<file path="config.mk">
export PLATFORM = sky130hd
export DESIGN_NAME = coverage_bitmap_summarizer_flat
export DESIGN_NICKNAME = d
export VERILOG_FILES = /design/src/design/cbs_pkg.sv /design/src/design/cbs_if.sv /design/src/design/cbs_lane.sv /design/src/design/cbs_merge.sv /design/src/design/cbs_accum.sv /design/src/design/coverage_bitmap_summarizer.sv /design/src/flat_wrapper.sv
export VERILOG_INCLUDE_DIRS = /design/src /design/src/design
export SDC_FILE = /design/constraint.sdc
export NUM_CORES = 1
export LEC_CHECK = 0
export BUFFER_PORTS_ARGS = -buffer_cell sky130_fd_sc_hd__buf_2
export CORE_AREA = 5 5 139 141
export CTS_BUF_LIST = sky130_fd_sc_hd__clkbuf_16
export DETAILED_ROUTE_END_ITERATION = 12
export DIE_AREA = 0 0 144 146
export PLACE_DENSITY = 0.95
export SETUP_SLACK_MARGIN = 0.4
export SYNTH_ARGS = -nofsm -noshare
export SYNTH_HDL_FRONTEND = slang
export SYNTH_SLANG_ARGS = --single-unit
</file>
<file path="constraint.sdc">
create_clock -name clock -period 37.8 [get_ports clock]
set_input_delay 7.56 -clock clock [delete_from_list [all_inputs] [get_ports clock]]
set_output_delay 7.56 -clock clock [all_outputs]
set_load 0.01 [all_outputs]
</file>
<file path="src/design/assert_macros.svh">
`ifndef ASSERT_MACROS_SVH
`define ASSERT_MACROS_SVH

// Same-cycle implication, sampled on the block clock, off during reset.
`define CBS_ASSERT_IMP(name, ante, cons) \
   name: assert property (@(posedge clock) disable iff (reset) (ante) |-> (cons)) \
      else $error("coverage summarizer check failed");

// Next-cycle implication, sampled on the block clock, off during reset.
`define CBS_ASSERT_NXT(name, ante, cons) \
   name: assert property (@(posedge clock) disable iff (reset) (ante) |=> (cons)) \
      else $error("coverage summarizer check failed");

`endif

</file>
<file path="src/design/cbs_pkg.sv">
package cbs_pkg;

   localparam int LANES      = 8;
   localparam int BYTE_W     = 8;
   localparam int WORD_W     = 64;
   localparam int POS_W      = 13;
   localparam int IDX_W      = 16;
   localparam int CNT_W      = 17;
   localparam int LANE_CNT_W = $clog2(LANES + 1);

   localparam logic [BYTE_W-1:0] VIRGIN_BYTE = 8'hFF;
   localparam logic [CNT_W-1:0]  CNT_MAX     = {CNT_W{1'b1}};

   // what one lane finds in its byte pair
   typedef struct packed {
      logic              covered;
      logic              fresh;
      logic [BYTE_W-1:0] heat;
   } lane_result_type;

   // one word boiled down by the merge stage
   typedef struct packed {
      logic                  last;
      logic [LANE_CNT_W-1:0] covered_n;
      logic                  fresh_found;
      logic [IDX_W-1:0]      fresh_index;
      logic [BYTE_W-1:0]     hot_value;
      logic [IDX_W-1:0]      hot_index;
   } word_summary_type;

endpackage

</file>
<file path="src/design/cbs_if.sv">
interface cbs_req_if;
   logic                       valid;
   logic                       ready;
   logic [cbs_pkg::WORD_W-1:0] trace_word;
   logic [cbs_pkg::WORD_W-1:0] virgin_word;
   logic                       last_word;

   modport source (output valid, output trace_word, output virgin_word, output last_word,
                   input ready);
   modport sink   (input valid, input trace_word, input virgin_word, input last_word,
                   output ready);
endinterface

interface cbs_rsp_if;
   logic                      valid;
   logic                      ready;
   logic [cbs_pkg::IDX_W-1:0] edge_index;
   logic [cbs_pkg::CNT_W-1:0] covered_entries;
   logic [cbs_pkg::CNT_W-1:0] new_coverage;

   modport source (output valid, output edge_index, output covered_entries,
                   output new_coverage, input ready);
   modport sink   (input valid, input edge_index, input covered_entries,
                   input new_coverage, output ready);
endinterface

</file>
<file path="src/design/cbs_lane.sv">
module cbs_lane (
   input  logic [cbs_pkg::BYTE_W-1:0] trace_byte,
   input  logic [cbs_pkg::BYTE_W-1:0] virgin_byte,
   input  logic [cbs_pkg::IDX_W-1:0]  entry_index,
   output cbs_pkg::lane_result_type   result
);

   logic is_virgin;
   logic index_ok;

   assign is_virgin = (virgin_byte == cbs_pkg::VIRGIN_BYTE);
   // entry 0 still counts but never takes part in the edge search
   assign index_ok  = (entry_index != '0);

   always_comb begin
      result.covered = !is_virgin;
      result.fresh   = index_ok && is_virgin && (trace_byte != '0);
      result.heat    = index_ok ? trace_byte : '0;
   end

endmodule

</file>
<file path="src/design/cbs_merge.sv">
module cbs_merge (
   input  logic                      clock,
   input  logic                      reset,
   cbs_req_if.sink                   req_chan,
   input  logic                      sum_take,
   output logic                      sum_valid,
   output cbs_pkg::word_summary_type summary
);

   logic                              sum_valid_ff, sum_valid_in;
   cbs_pkg::word_summary_type         summary_ff, summary_in;
   logic [cbs_pkg::POS_W-1:0]         pos_ff, pos_in;
   logic                              accept;
   logic [cbs_pkg::IDX_W-1:0]         entry_index [cbs_pkg::LANES];
   cbs_pkg::lane_result_type          lane_res    [cbs_pkg::LANES];

   assign req_chan.ready = !sum_valid_ff || sum_take;
   assign accept         = req_chan.valid && req_chan.ready;

   for (genvar k = 0; k < cbs_pkg::LANES; k++) begin : g_lane
      assign entry_index[k] =
         cbs_pkg::IDX_W'(int'(pos_ff) * cbs_pkg::LANES + k);

      cbs_lane u_lane (
         .trace_byte  (req_chan.trace_word[cbs_pkg::BYTE_W*k +: cbs_pkg::BYTE_W]),
         .virgin_byte (req_chan.virgin_word[cbs_pkg::BYTE_W*k +: cbs_pkg::BYTE_W]),
         .entry_index (entry_index[k]),
         .result      (lane_res[k])
      );
   end

   // later lanes win for newest; strictly larger heat wins for hottest
   always_comb begin
      summary_in = '0;
      summary_in.last = req_chan.last_word;
      for (int k = 0; k < cbs_pkg::LANES; k++) begin
         summary_in.covered_n = summary_in.covered_n
                              + cbs_pkg::LANE_CNT_W'(lane_res[k].covered);
         if (lane_res[k].fresh) begin
            summary_in.fresh_found = 1'b1;
            summary_in.fresh_index = entry_index[k];
         end
         if (lane_res[k].heat > summary_in.hot_value) begin
            summary_in.hot_value = lane_res[k].heat;
            summary_in.hot_index = entry_index[k];
         end
      end
   end

   always_comb begin
      pos_in       = pos_ff;
      sum_valid_in = sum_valid_ff;
      if (sum_take) sum_valid_in = 1'b0;
      if (accept) begin
         sum_valid_in = 1'b1;
         pos_in       = req_chan.last_word ? '0 : pos_ff + 1'b1;
      end
   end

   always_ff @(posedge clock) begin
      if (reset) begin
         sum_valid_ff <= 1'b0;
         pos_ff       <= '0;
      end else begin
         sum_valid_ff <= sum_valid_in;
         pos_ff       <= pos_in;
      end
   end

   always_ff @(posedge clock) begin
      if (accept) summary_ff <= summary_in;
   end

   assign sum_valid = sum_valid_ff;
   assign summary   = summary_ff;

endmodule

</file>
<file path="src/design/cbs_accum.sv">
`include "assert_macros.svh"

module cbs_accum (
   input  logic                      clock,
   input  logic                      reset,
   input  logic                      sum_valid,
   input  cbs_pkg::word_summary_type summary,
   output logic                      sum_take,
   cbs_rsp_if.source                 rsp_chan
);

   logic [cbs_pkg::CNT_W-1:0]  count_ff, count_in;
   logic                       found_ff, found_in;
   logic [cbs_pkg::IDX_W-1:0]  newest_ff, newest_in;
   logic [cbs_pkg::BYTE_W-1:0] hot_val_ff, hot_val_in;
   logic [cbs_pkg::IDX_W-1:0]  hot_idx_ff, hot_idx_in;
   logic [cbs_pkg::CNT_W-1:0]  prev_ff, prev_in;
   logic                       rsp_valid_ff, rsp_valid_in;
   logic [cbs_pkg::IDX_W-1:0]  edge_ff, edge_in;
   logic [cbs_pkg::CNT_W-1:0]  covered_ff, covered_in;
   logic [cbs_pkg::CNT_W-1:0]  newcov_ff, newcov_in;
   logic [cbs_pkg::CNT_W:0]    count_sum;
   logic [cbs_pkg::CNT_W-1:0]  count_next;
   logic                       emit;

   assign sum_take = sum_valid && (!summary.last || !rsp_valid_ff || rsp_chan.ready);
   assign emit     = sum_take && summary.last;

   // saturating add of this word's covered lanes
   assign count_sum  = {1'b0, count_ff} + (cbs_pkg::CNT_W+1)'(summary.covered_n);
   assign count_next = count_sum[cbs_pkg::CNT_W] ? cbs_pkg::CNT_MAX
                                                 : count_sum[cbs_pkg::CNT_W-1:0];

   always_comb begin
      found_in   = found_ff;
      newest_in  = newest_ff;
      hot_val_in = hot_val_ff;
      hot_idx_in = hot_idx_ff;
      count_in   = count_ff;
      prev_in    = prev_ff;
      if (sum_take) begin
         count_in = count_next;
         if (summary.fresh_found) begin
            found_in  = 1'b1;
            newest_in = summary.fresh_index;
         end
         if (summary.hot_value > hot_val_ff) begin
            hot_val_in = summary.hot_value;
            hot_idx_in = summary.hot_index;
         end
      end
      edge_in    = found_in ? newest_in : hot_idx_in;
      covered_in = count_next;
      newcov_in  = (count_next > prev_ff) ? count_next - prev_ff : '0;
      if (emit) begin
         prev_in    = count_next;
         count_in   = '0;
         found_in   = 1'b0;
         hot_val_in = '0;
         hot_idx_in = '0;
      end
      rsp_valid_in = rsp_valid_ff;
      if (rsp_chan.ready) rsp_valid_in = 1'b0;
      if (emit)           rsp_valid_in = 1'b1;
   end

   always_ff @(posedge clock) begin
      if (reset) begin
         count_ff     <= '0;
         found_ff     <= 1'b0;
         newest_ff    <= '0;
         hot_val_ff   <= '0;
         hot_idx_ff   <= '0;
         prev_ff      <= '0;
         rsp_valid_ff <= 1'b0;
      end else begin
         count_ff     <= count_in;
         found_ff     <= found_in;
         newest_ff    <= newest_in;
         hot_val_ff   <= hot_val_in;
         hot_idx_ff   <= hot_idx_in;
         prev_ff      <= prev_in;
         rsp_valid_ff <= rsp_valid_in;
      end
   end

   always_ff @(posedge clock) begin
      if (emit) begin
         edge_ff    <= edge_in;
         covered_ff <= covered_in;
         newcov_ff  <= newcov_in;
      end
   end

   assign rsp_chan.valid           = rsp_valid_ff;
   assign rsp_chan.edge_index      = edge_ff;
   assign rsp_chan.covered_entries = covered_ff;
   assign rsp_chan.new_coverage    = newcov_ff;

   // a result only appears after a last word left the merge stage
   `CBS_ASSERT_IMP(a_rsp_from_last, $rose(rsp_valid_ff), $past(emit))
   // the scan state is clean once a last word has been taken in
   `CBS_ASSERT_NXT(a_scan_cleared, emit, count_ff == '0 && !found_ff && hot_val_ff == '0)
   // increase can never exceed the count it was taken from
   `CBS_ASSERT_IMP(a_newcov_bound, rsp_valid_ff, newcov_ff <= covered_ff)

endmodule

</file>
<file path="src/design/coverage_bitmap_summarizer.sv">
// channel   | dir | payload                                        | handshake
// ----------+-----+------------------------------------------------+-------------
// req_chan  | in  | trace_word, virgin_word, last_word             | valid/ready
// rsp_chan  | out | edge_index, covered_entries, new_coverage      | valid/ready
//
// One map word per clock sustained while no result stalls; an item passes the lane merge
// register, then the accumulator's result register, before its result shows.
// Rate is set by the per-word accumulator loop: count, newest and hottest update once a clock.
// Synchronous active-high reset clears scan state, saved count and both valid flags.
// A stalled result holds back a last word and all words after it; words before it still flow.
module coverage_bitmap_summarizer (
   input  logic       clock,
   input  logic       reset,
   cbs_req_if.sink    req_chan,
   cbs_rsp_if.source  rsp_chan
);

   // word summary between the lane stage and the accumulator
   logic                      sum_valid;
   logic                      sum_take;
   cbs_pkg::word_summary_type summary;

   // LANES byte pairs checked side by side, merged into one registered summary;
   // also holds the word position counter that numbers the entries
   cbs_merge u_merge (
      .clock     (clock),
      .reset     (reset),
      .req_chan  (req_chan),
      .sum_take  (sum_take),
      .sum_valid (sum_valid),
      .summary   (summary)
   );

   // running count, newest and hottest edge; emits and clears on a last word
   cbs_accum u_accum (
      .clock     (clock),
      .reset     (reset),
      .sum_valid (sum_valid),
      .summary   (summary),
      .sum_take  (sum_take),
      .rsp_chan  (rsp_chan)
   );

endmodule
</file>
<file path="src/flat_wrapper.sv">
// flat-port wrapper written by rule: the top's interface ports become plain ports
module coverage_bitmap_summarizer_flat 
  (clock, reset, req_chan_valid, req_chan_trace_word, req_chan_virgin_word, req_chan_last_word, req_chan_ready, rsp_chan_valid, rsp_chan_edge_index, rsp_chan_covered_entries, rsp_chan_new_coverage, rsp_chan_ready);
  cbs_req_if req_chan_i ();
  cbs_rsp_if rsp_chan_i ();
  input  logic clock;
  input  logic reset;
  input wire logic [$bits(req_chan_i.valid)-1:0] req_chan_valid;
  input wire logic [$bits(req_chan_i.trace_word)-1:0] req_chan_trace_word;
  input wire logic [$bits(req_chan_i.virgin_word)-1:0] req_chan_virgin_word;
  input wire logic [$bits(req_chan_i.last_word)-1:0] req_chan_last_word;
  output wire logic [$bits(req_chan_i.ready)-1:0] req_chan_ready;
  output wire logic [$bits(rsp_chan_i.valid)-1:0] rsp_chan_valid;
  output wire logic [$bits(rsp_chan_i.edge_index)-1:0] rsp_chan_edge_index;
  output wire logic [$bits(rsp_chan_i.covered_entries)-1:0] rsp_chan_covered_entries;
  output wire logic [$bits(rsp_chan_i.new_coverage)-1:0] rsp_chan_new_coverage;
  input wire logic [$bits(rsp_chan_i.ready)-1:0] rsp_chan_ready;
  assign req_chan_i.valid = req_chan_valid;
  assign req_chan_i.trace_word = req_chan_trace_word;
  assign req_chan_i.virgin_word = req_chan_virgin_word;
  assign req_chan_i.last_word = req_chan_last_word;
  assign req_chan_ready = req_chan_i.ready;
  assign rsp_chan_valid = rsp_chan_i.valid;
  assign rsp_chan_edge_index = rsp_chan_i.edge_index;
  assign rsp_chan_covered_entries = rsp_chan_i.covered_entries;
  assign rsp_chan_new_coverage = rsp_chan_i.new_coverage;
  assign rsp_chan_i.ready = rsp_chan_ready;
  coverage_bitmap_summarizer u_core (.clock(clock), .reset(reset), .req_chan(req_chan_i), .rsp_chan(rsp_chan_i));
endmodule
</file>
==> out/qor.yml, run 1 <==
global_route:
  grt-ovfl-total: 0
  grt_max_degree: 82
  grt_pass1_vias: 9479
  antenna_found_initial: 2
  grt_util_all_layers_pct: 27.0
  grt_pass1_wl_mm: 46.3
power:
  pwr-share-clk_pct: 21.4
  seq_power_share_pct: 29.1
  p_leak_nw: 5.48
  combPwrFrac_pct: 49.5
  finalPower_w: 0.000869
  irDropWorstVdd_mv: 0.0938
  swShare_pct: 39.6
  p_switching_w: 0.000345
  internal_power_w: 0.000525
  power_per_cell_area_mw_per_mm2: 68.9
floorplan:
  rows: 49
  initial_core_util_pct: 61.0
  die_h_um: 146
  core_area_mm2: 0.0178
  die_area_mm2: 0.0210
  io_pins: 185
  die_w_um: 144
min_path:
  hold_class: "register to register"
critical_path:
  path_max_fanout: 21
  crit_arrival_ns: 20.33
  cp-end-kind: "register"
  timing_worst_setup_path_type: "input pin to register"
  worstPathRequired_ns: 37.94
  critPathLaunchType: "input pin"
  crit_slowest_cell: "nor4_4"
  slowest_delay_ns: 0.70
clock_tree:
  cts-htree-levels: 4
  numCtsBuffers: 17
  clk_latency_ns: 0.44
  cts_tree: "yes"
  clk_pin_slew_ns: 0.07
  cts_resized: 0
  cts_hold_buf: 0
  cts_sinks: 186
  root_buffer: "clkbuf_16"
  cts_setup_buffers: 0
  clockBufferDepth: 2
timing:
  tns_ns: 0
  report.final.slew_viol_count: 0
  post-route-period-util_pct: 53.4
  hold_slack_ns: 0.458
  max_slew_margin_pct: 22.7
  finalHoldViolations: 0
  setup-violations-final: 0
  period_minus_slack_ns: 20.19
  fin_skew_ns: 0.0156
  fmax_mhz: 49.5
  rsz0062_at_grt: "no"
  tightest_slew_ns: 1.16
drt:
  viasPerCell: 6.04
  dr.first_iter.drc_count: 871
  wl_per_cell_um: 17.9
  vias: 9633
  routed_wl_mm: 28.6
  ant_nets: 0
  first_pass_iters: 7
  route.detailed.drc: 0
final_layout:
  most-common-layout-cells: "buf_2 (184), nor2_1 (146), a21oi_1 (106), nand2_1 (106), edfxtp_1 (96)"
  final_common_cell: "buf_2"
  layout.cells.non_filler: 1595
  areaGrowthSynthToFinish_pct: 15.9
  nets: 1577
  drive_gt1_share_pct: 18.9
placed_design:
  portBuffers: 184
  post-place-cells: 1562
  dp_hpwl_mm: 20.7
  globalplace.congestion: 0.955
yosys:
  postSynthAreaPerCell_um2: 9.18
  synth_edf_count: 96
  syn_inst: 1186
  synth.distinct_cells: 67
  yosys_warnings: 0
  async_flop_share_pct: 0
  yosysTopAreaCell: "edfxtp_1"
  syn_area_mm2: 0.0109
  ys_seq_area_share_pct: 43.0
  yosys-top-cells-area: "edfxtp_1 (26%), dfxtp_1 (17%), ha_1 (9.9%)"
  synth_nets: 1411
  synth_top_flop_cell: "edfxtp_1"
  yosys.area.top_type_share_pct: 26.5
  yosys_register_bits: 186
status:
  status: "finished clean"
flow_run:
  drv_cap: 0
## final cells by class
cell class	count	area, um^2
well taps	229	287
clock buffers	18	450
flip-flops and latches	186	4680
repair buffers	190	966
clock inverters	14	170
inverters	85	319
diodes	1	2.50
multi-input cells	872	5740
fillers	1218	5220
## power groups by stage
stage	registers [W]	clock network, W	logic [W]
final	0.000253	0.000186	0.000431
after global routing	0.000254	0.000195	0.000483
after CTS	0.000253	0.000185	0.000426
after detailed placement	0.000257	0	0.000423
after global placement	0.000255	0	0.000400
after floorplan	0.000256	0	0.000328
## worst max-delay path: cells and delay by family
family          cells  cell delay (ns)
compound gates     27             5.69
fa+ha+maj           7             1.82
buf+inv             2             0.31
mux                 2             0.56
simple gates       25             4.35
## final timing paths
path,from,to,slack (ns),depth (start not counted)
max,req_chan_trace_word[6],u_core.u_merge.summary[8],17.61,63
min reg2reg,u_core.u_accum.newest_ff[11],u_core.u_accum.newest_ff[11],0.46,2
min,u_core.u_accum.newest_ff[11],u_core.u_accum.newest_ff[11],0.46,2
max reg2reg,u_core.u_merge.pos_ff[0],u_core.u_merge.summary[8],23.72,66
## registers in the layout (all words and copies together) (netlist names), 8 cells and up
name                                     count
u_core.u_accum.count_ff                     17
u_core.u_accum.prev_ff                      17
u_core.u_accum.hot_val_ff                    8
u_core.u_merge.summary                      46
u_core.u_accum.rsp_chan.covered_entries     17
u_core.u_accum.hot_idx_ff                   16
u_core.u_accum.rsp_chan.new_coverage        17
u_core.u_accum.newest_ff                    16
u_core.u_accum.rsp_chan.edge_index          16
u_core.u_merge.pos_ff                       13
## metrics by stage
stage	setup slack [ns]	utilization, %	area (um^2)
floorplan	18.67	-	10900
finish	17.61	70.7	12600
global placement	17.97	67.2	12000
CTS	17.78	70.7	12600
global route	16.62	70.7	12600
detailed placement	17.36	67.2	12000
## logic make-up (layout without fill, tap and decap cells)
group | after synthesis | after routing | synth area share (%)
AND/OR/NAND/NOR | 434 | 434 | 19.4
XOR/XNOR | 26 | 26 | 2.16
multiplexers | 38 | 38 | 3.59
flip-flops | 186 | 186 | 43.0
adder cells (fa/ha/maj) | 92 | 92 | 11.0
other | 0 | 1 | 0
buffers and inverters | 128 | 307 | 4.54
AO/OA/AOI/OAI | 282 | 282 | 16.4
## cell usage after synthesis (4+ instances only)
library cell	n
nand4_1	31
nor2_1	146
a211oi_1	40
xor2_1	14
nand2b_1	6
inv_1	85
clkbuf_1	38
nand2_1	106
and3_1	11
nor3_1	9
xnor2_1	11
dfxtp_1	90
ha_1	86
nor4_1	20
or2_2	12
o21a_1	10
o211ai_1	4
and2_1	20
o31a_1	4
edfxtp_1	96
or3_1	7
o21ai_1	4
mux2i_1	30
nor2b_1	28
a21oi_1	106
o31ai_1	8
o21ai_0	62
mux2_2	8
a21o_1	15
or2_1	7
nand3_1	16
fa_1	6
## layer usage
layer,vias to the layer above,share of wire (%),global-route usage [%]
li1,4568,-,-
met3,69,8.4,4.14
met1,4466,39,34.6
met4,2,2.5,9.37
met2,528,50,46.2
met5,-,0.070,0
(Power assumes the default switching activity.)
==> run 2, diff against run 1 <==
--- a/config.mk
+++ b/config.mk
@@ -7,11 +7,11 @@
 export NUM_CORES = 1
 export LEC_CHECK = 0
 export BUFFER_PORTS_ARGS = -buffer_cell sky130_fd_sc_hd__buf_2
-export CORE_AREA = 5 5 139 141
+export CORE_AREA = 5 5 151 153
 export CTS_BUF_LIST = sky130_fd_sc_hd__clkbuf_16
 export DETAILED_ROUTE_END_ITERATION = 12
-export DIE_AREA = 0 0 144 146
-export PLACE_DENSITY = 0.95
+export DIE_AREA = 0 0 156 158
+export PLACE_DENSITY = 0.89
 export SETUP_SLACK_MARGIN = 0.4
 export SYNTH_ARGS = -nofsm -noshare
 export SYNTH_HDL_FRONTEND = slang
==> constraint.sdc (replaced) <==
create_clock -name clock -period 17.71 [get_ports clock]
set_input_delay 3.542 -clock clock [delete_from_list [all_inputs] [get_ports clock]]
set_output_delay 3.542 -clock clock [all_outputs]
set_load 0.01 [all_outputs]
==> out/qor.yml, run 2 (synthesized netlist as in run 1, its figures left out) <==
global_route:
  grt-ovfl-total: 0  # unchanged
  grt_util_all_layers_pct: 21.7  # -5.3 points
  grt_max_degree: 82  # unchanged
  grt_pass1_vias: 9246  # -2.5%
  antenna_found_initial: 1  # -1
  grt_pass1_wl_mm: 43.6  # -5.8%
final_layout:
  most-common-layout-cells: "buf_2 (184), nor2_1 (146), a21oi_1 (106), nand2_1 (106), edfxtp_1 (96)"
  areaGrowthSynthToFinish_pct: 16.1
  largest_reg_flops: 46  # unchanged
  nets: 1577  # unchanged
  drive_gt1_share_pct: 19.0  # +0.073 points
  final_common_cell: "buf_2"
drt:
  ant_nets: 0  # unchanged
  wl_per_cell_um: 16.3  # -8.9%
  first_pass_iters: 5  # -2
  dr.first_iter.drc_count: 524  # -40%
  route.detailed.drc: 0  # unchanged
  routed_wl_mm: 26.9  # -5.9%
  viasPerCell: 5.70  # -5.6%
  vias: 9392  # -2.5%
power:
  p_leak_nw: 5.46  # -0.24%
  power_per_cell_area_mw_per_mm2: 143  # +110%
  irDropWorstVdd_mv: 0.130  # +39%
clock_tree:
  cts-htree-levels: 4  # unchanged
  clockBufferDepth: 2  # unchanged
  numCtsBuffers: 17  # unchanged
  cts_setup_buffers: 0  # unchanged
  root_buffer: "clkbuf_16"
  clk_pin_slew_ns: 0.06  # about the same
  cts_hold_buf: 0  # unchanged
  cts_tree: "yes"
  clk_latency_ns: 0.42  # -0.02 ns
  cts_resized: 0  # unchanged
  cts_sinks: 186  # unchanged
floorplan:
  initial_core_util_pct: 50.8  # -10 points
  io_pins: 185  # unchanged
  rows: 54  # +10%
  die_w_um: 156  # +8.3%
  die_area_mm2: 0.0246  # +17%
  core_area_mm2: 0.0214  # +20%
  die_h_um: 158  # +8.2%
critical_path:
  crit_arrival_ns: 16.29  # -4.04 ns
  path_max_fanout: 21  # unchanged
  worstPathRequired_ns: 17.84  # -20.10 ns
  timing_worst_setup_path_type: "input pin to register"
  critPathBufInv: 3  # +1
  cp-end-kind: "register"
  crit_slowest_cell: "nor4_4"
  slowest_delay_ns: 0.73  # +0.03 ns
  critPathMostFrequentCell: "ha_1"
  cp_top_family: "compound AO/OA/AOI/OAI gates"
  critPathLaunchType: "input pin"
timing:
  setup-violations-final: 0  # unchanged
  max_slew_margin_pct: 22.9  # +0.25 points
  finalHoldViolations: 0  # unchanged
  report.final.slew_viol_count: 0  # unchanged
  hold_slack_ns: 0.458  # -0.000522 ns
  tns_ns: 0  # unchanged
  period_minus_slack_ns: 16.16
  post-route-period-util_pct: 91.3
  rsz0062_at_grt: "no"
  tightest_slew_ns: 1.15  # -0.00371 ns
  fmax_mhz: 61.9
  fin_skew_ns: 0.00839  # -0.00724 ns
min_path:
  hold_class: "register to register"
status:
  status: "finished clean"
placed_design:
  portBuffers: 184  # unchanged
  dp_hpwl_mm: 20.5  # -0.71%
  globalplace.congestion: 0.943  # -1.2%
flow_run:
  drv_cap: 0  # unchanged
run 2: cell count changes in the layout (fill, tap and decap cells not counted):
cell / change
inv_1: -1
clkbuf_16: -1
inv_8: -1
clkinv_4: -1
clkinvlp_4: -2
bufinv_16: -1
clkinv_2: +4
inv_6: +3
diode_2: +1
run 2: area by class of cell:
class / instances / area [um^2]
fillers: 1751 / 8780
multi-input cells: 872 / 5740
flip-flops and latches: 186 / 4680
repair buffers: 190 / 966
clock buffers: 17 / 425
well taps: 280 / 350
inverters: 85 / 319
clock inverters: 15 / 148
diodes: 2 / 5.00
run 2: worst paths after layout:
kind | slack, ns | startpoint | to | depth (start not counted)
min reg2reg | 0.46 | u_core.u_accum.newest_ff[11] | u_core.u_accum.newest_ff[11] | 2
max reg2reg | 3.72 | u_core.u_merge.pos_ff[0] | u_core.u_merge.summary[14] | 63
min | 0.46 | u_core.u_accum.newest_ff[11] | u_core.u_accum.newest_ff[11] | 2
max | 1.55 | req_chan_trace_word[7] | u_core.u_merge.summary[14] | 60
run 2: report_power, final:
part	switching, W	internal (W)	total (W)	leakage (nW)
sequential	0.0000162	0.000522	0.000538	1.67
clock	0.000159	0.000208	0.000368	0.287
combinational	0.000535	0.000365	0.000900	3.51
total	0.000710	0.00110	0.00181	5.46
run 2: tightest hold or removal path: stages, from the launching register on:
cell     delay, ns
dfxtp_1       0.31
nand2_1       0.05
a21oi_1       0.05
run 2: layer usage:
| metal | vias up | track usage, % | wire length (um) |
|---|---|---|---|
| met1 | 4377 | 26.1 | 11000 |
| met5 | - | 0 | 0 |
| met2 | 383 | 38.8 | 13400 |
| met3 | 59 | 3.83 | 1690 |
| met4 | 0 | 8.42 | 776 |
| li1 | 4573 | - | - |
run 2: per-stage QoR:
stage                     total power [W]  cells  utilization (%)  setup slack [ns]  cell area [um^2]
after floorplan                   0.00125   1186                -              2.59             10900
after global placement            0.00140   1613             56.3              1.82             12100
after global routing              0.00194   1646             59.0             0.495             12600
after detailed placement          0.00144   1613             56.3              1.31             12100
final                             0.00181   1647             59.0              1.55             12600
after CTS                         0.00181   1645             59.0              1.74             12600
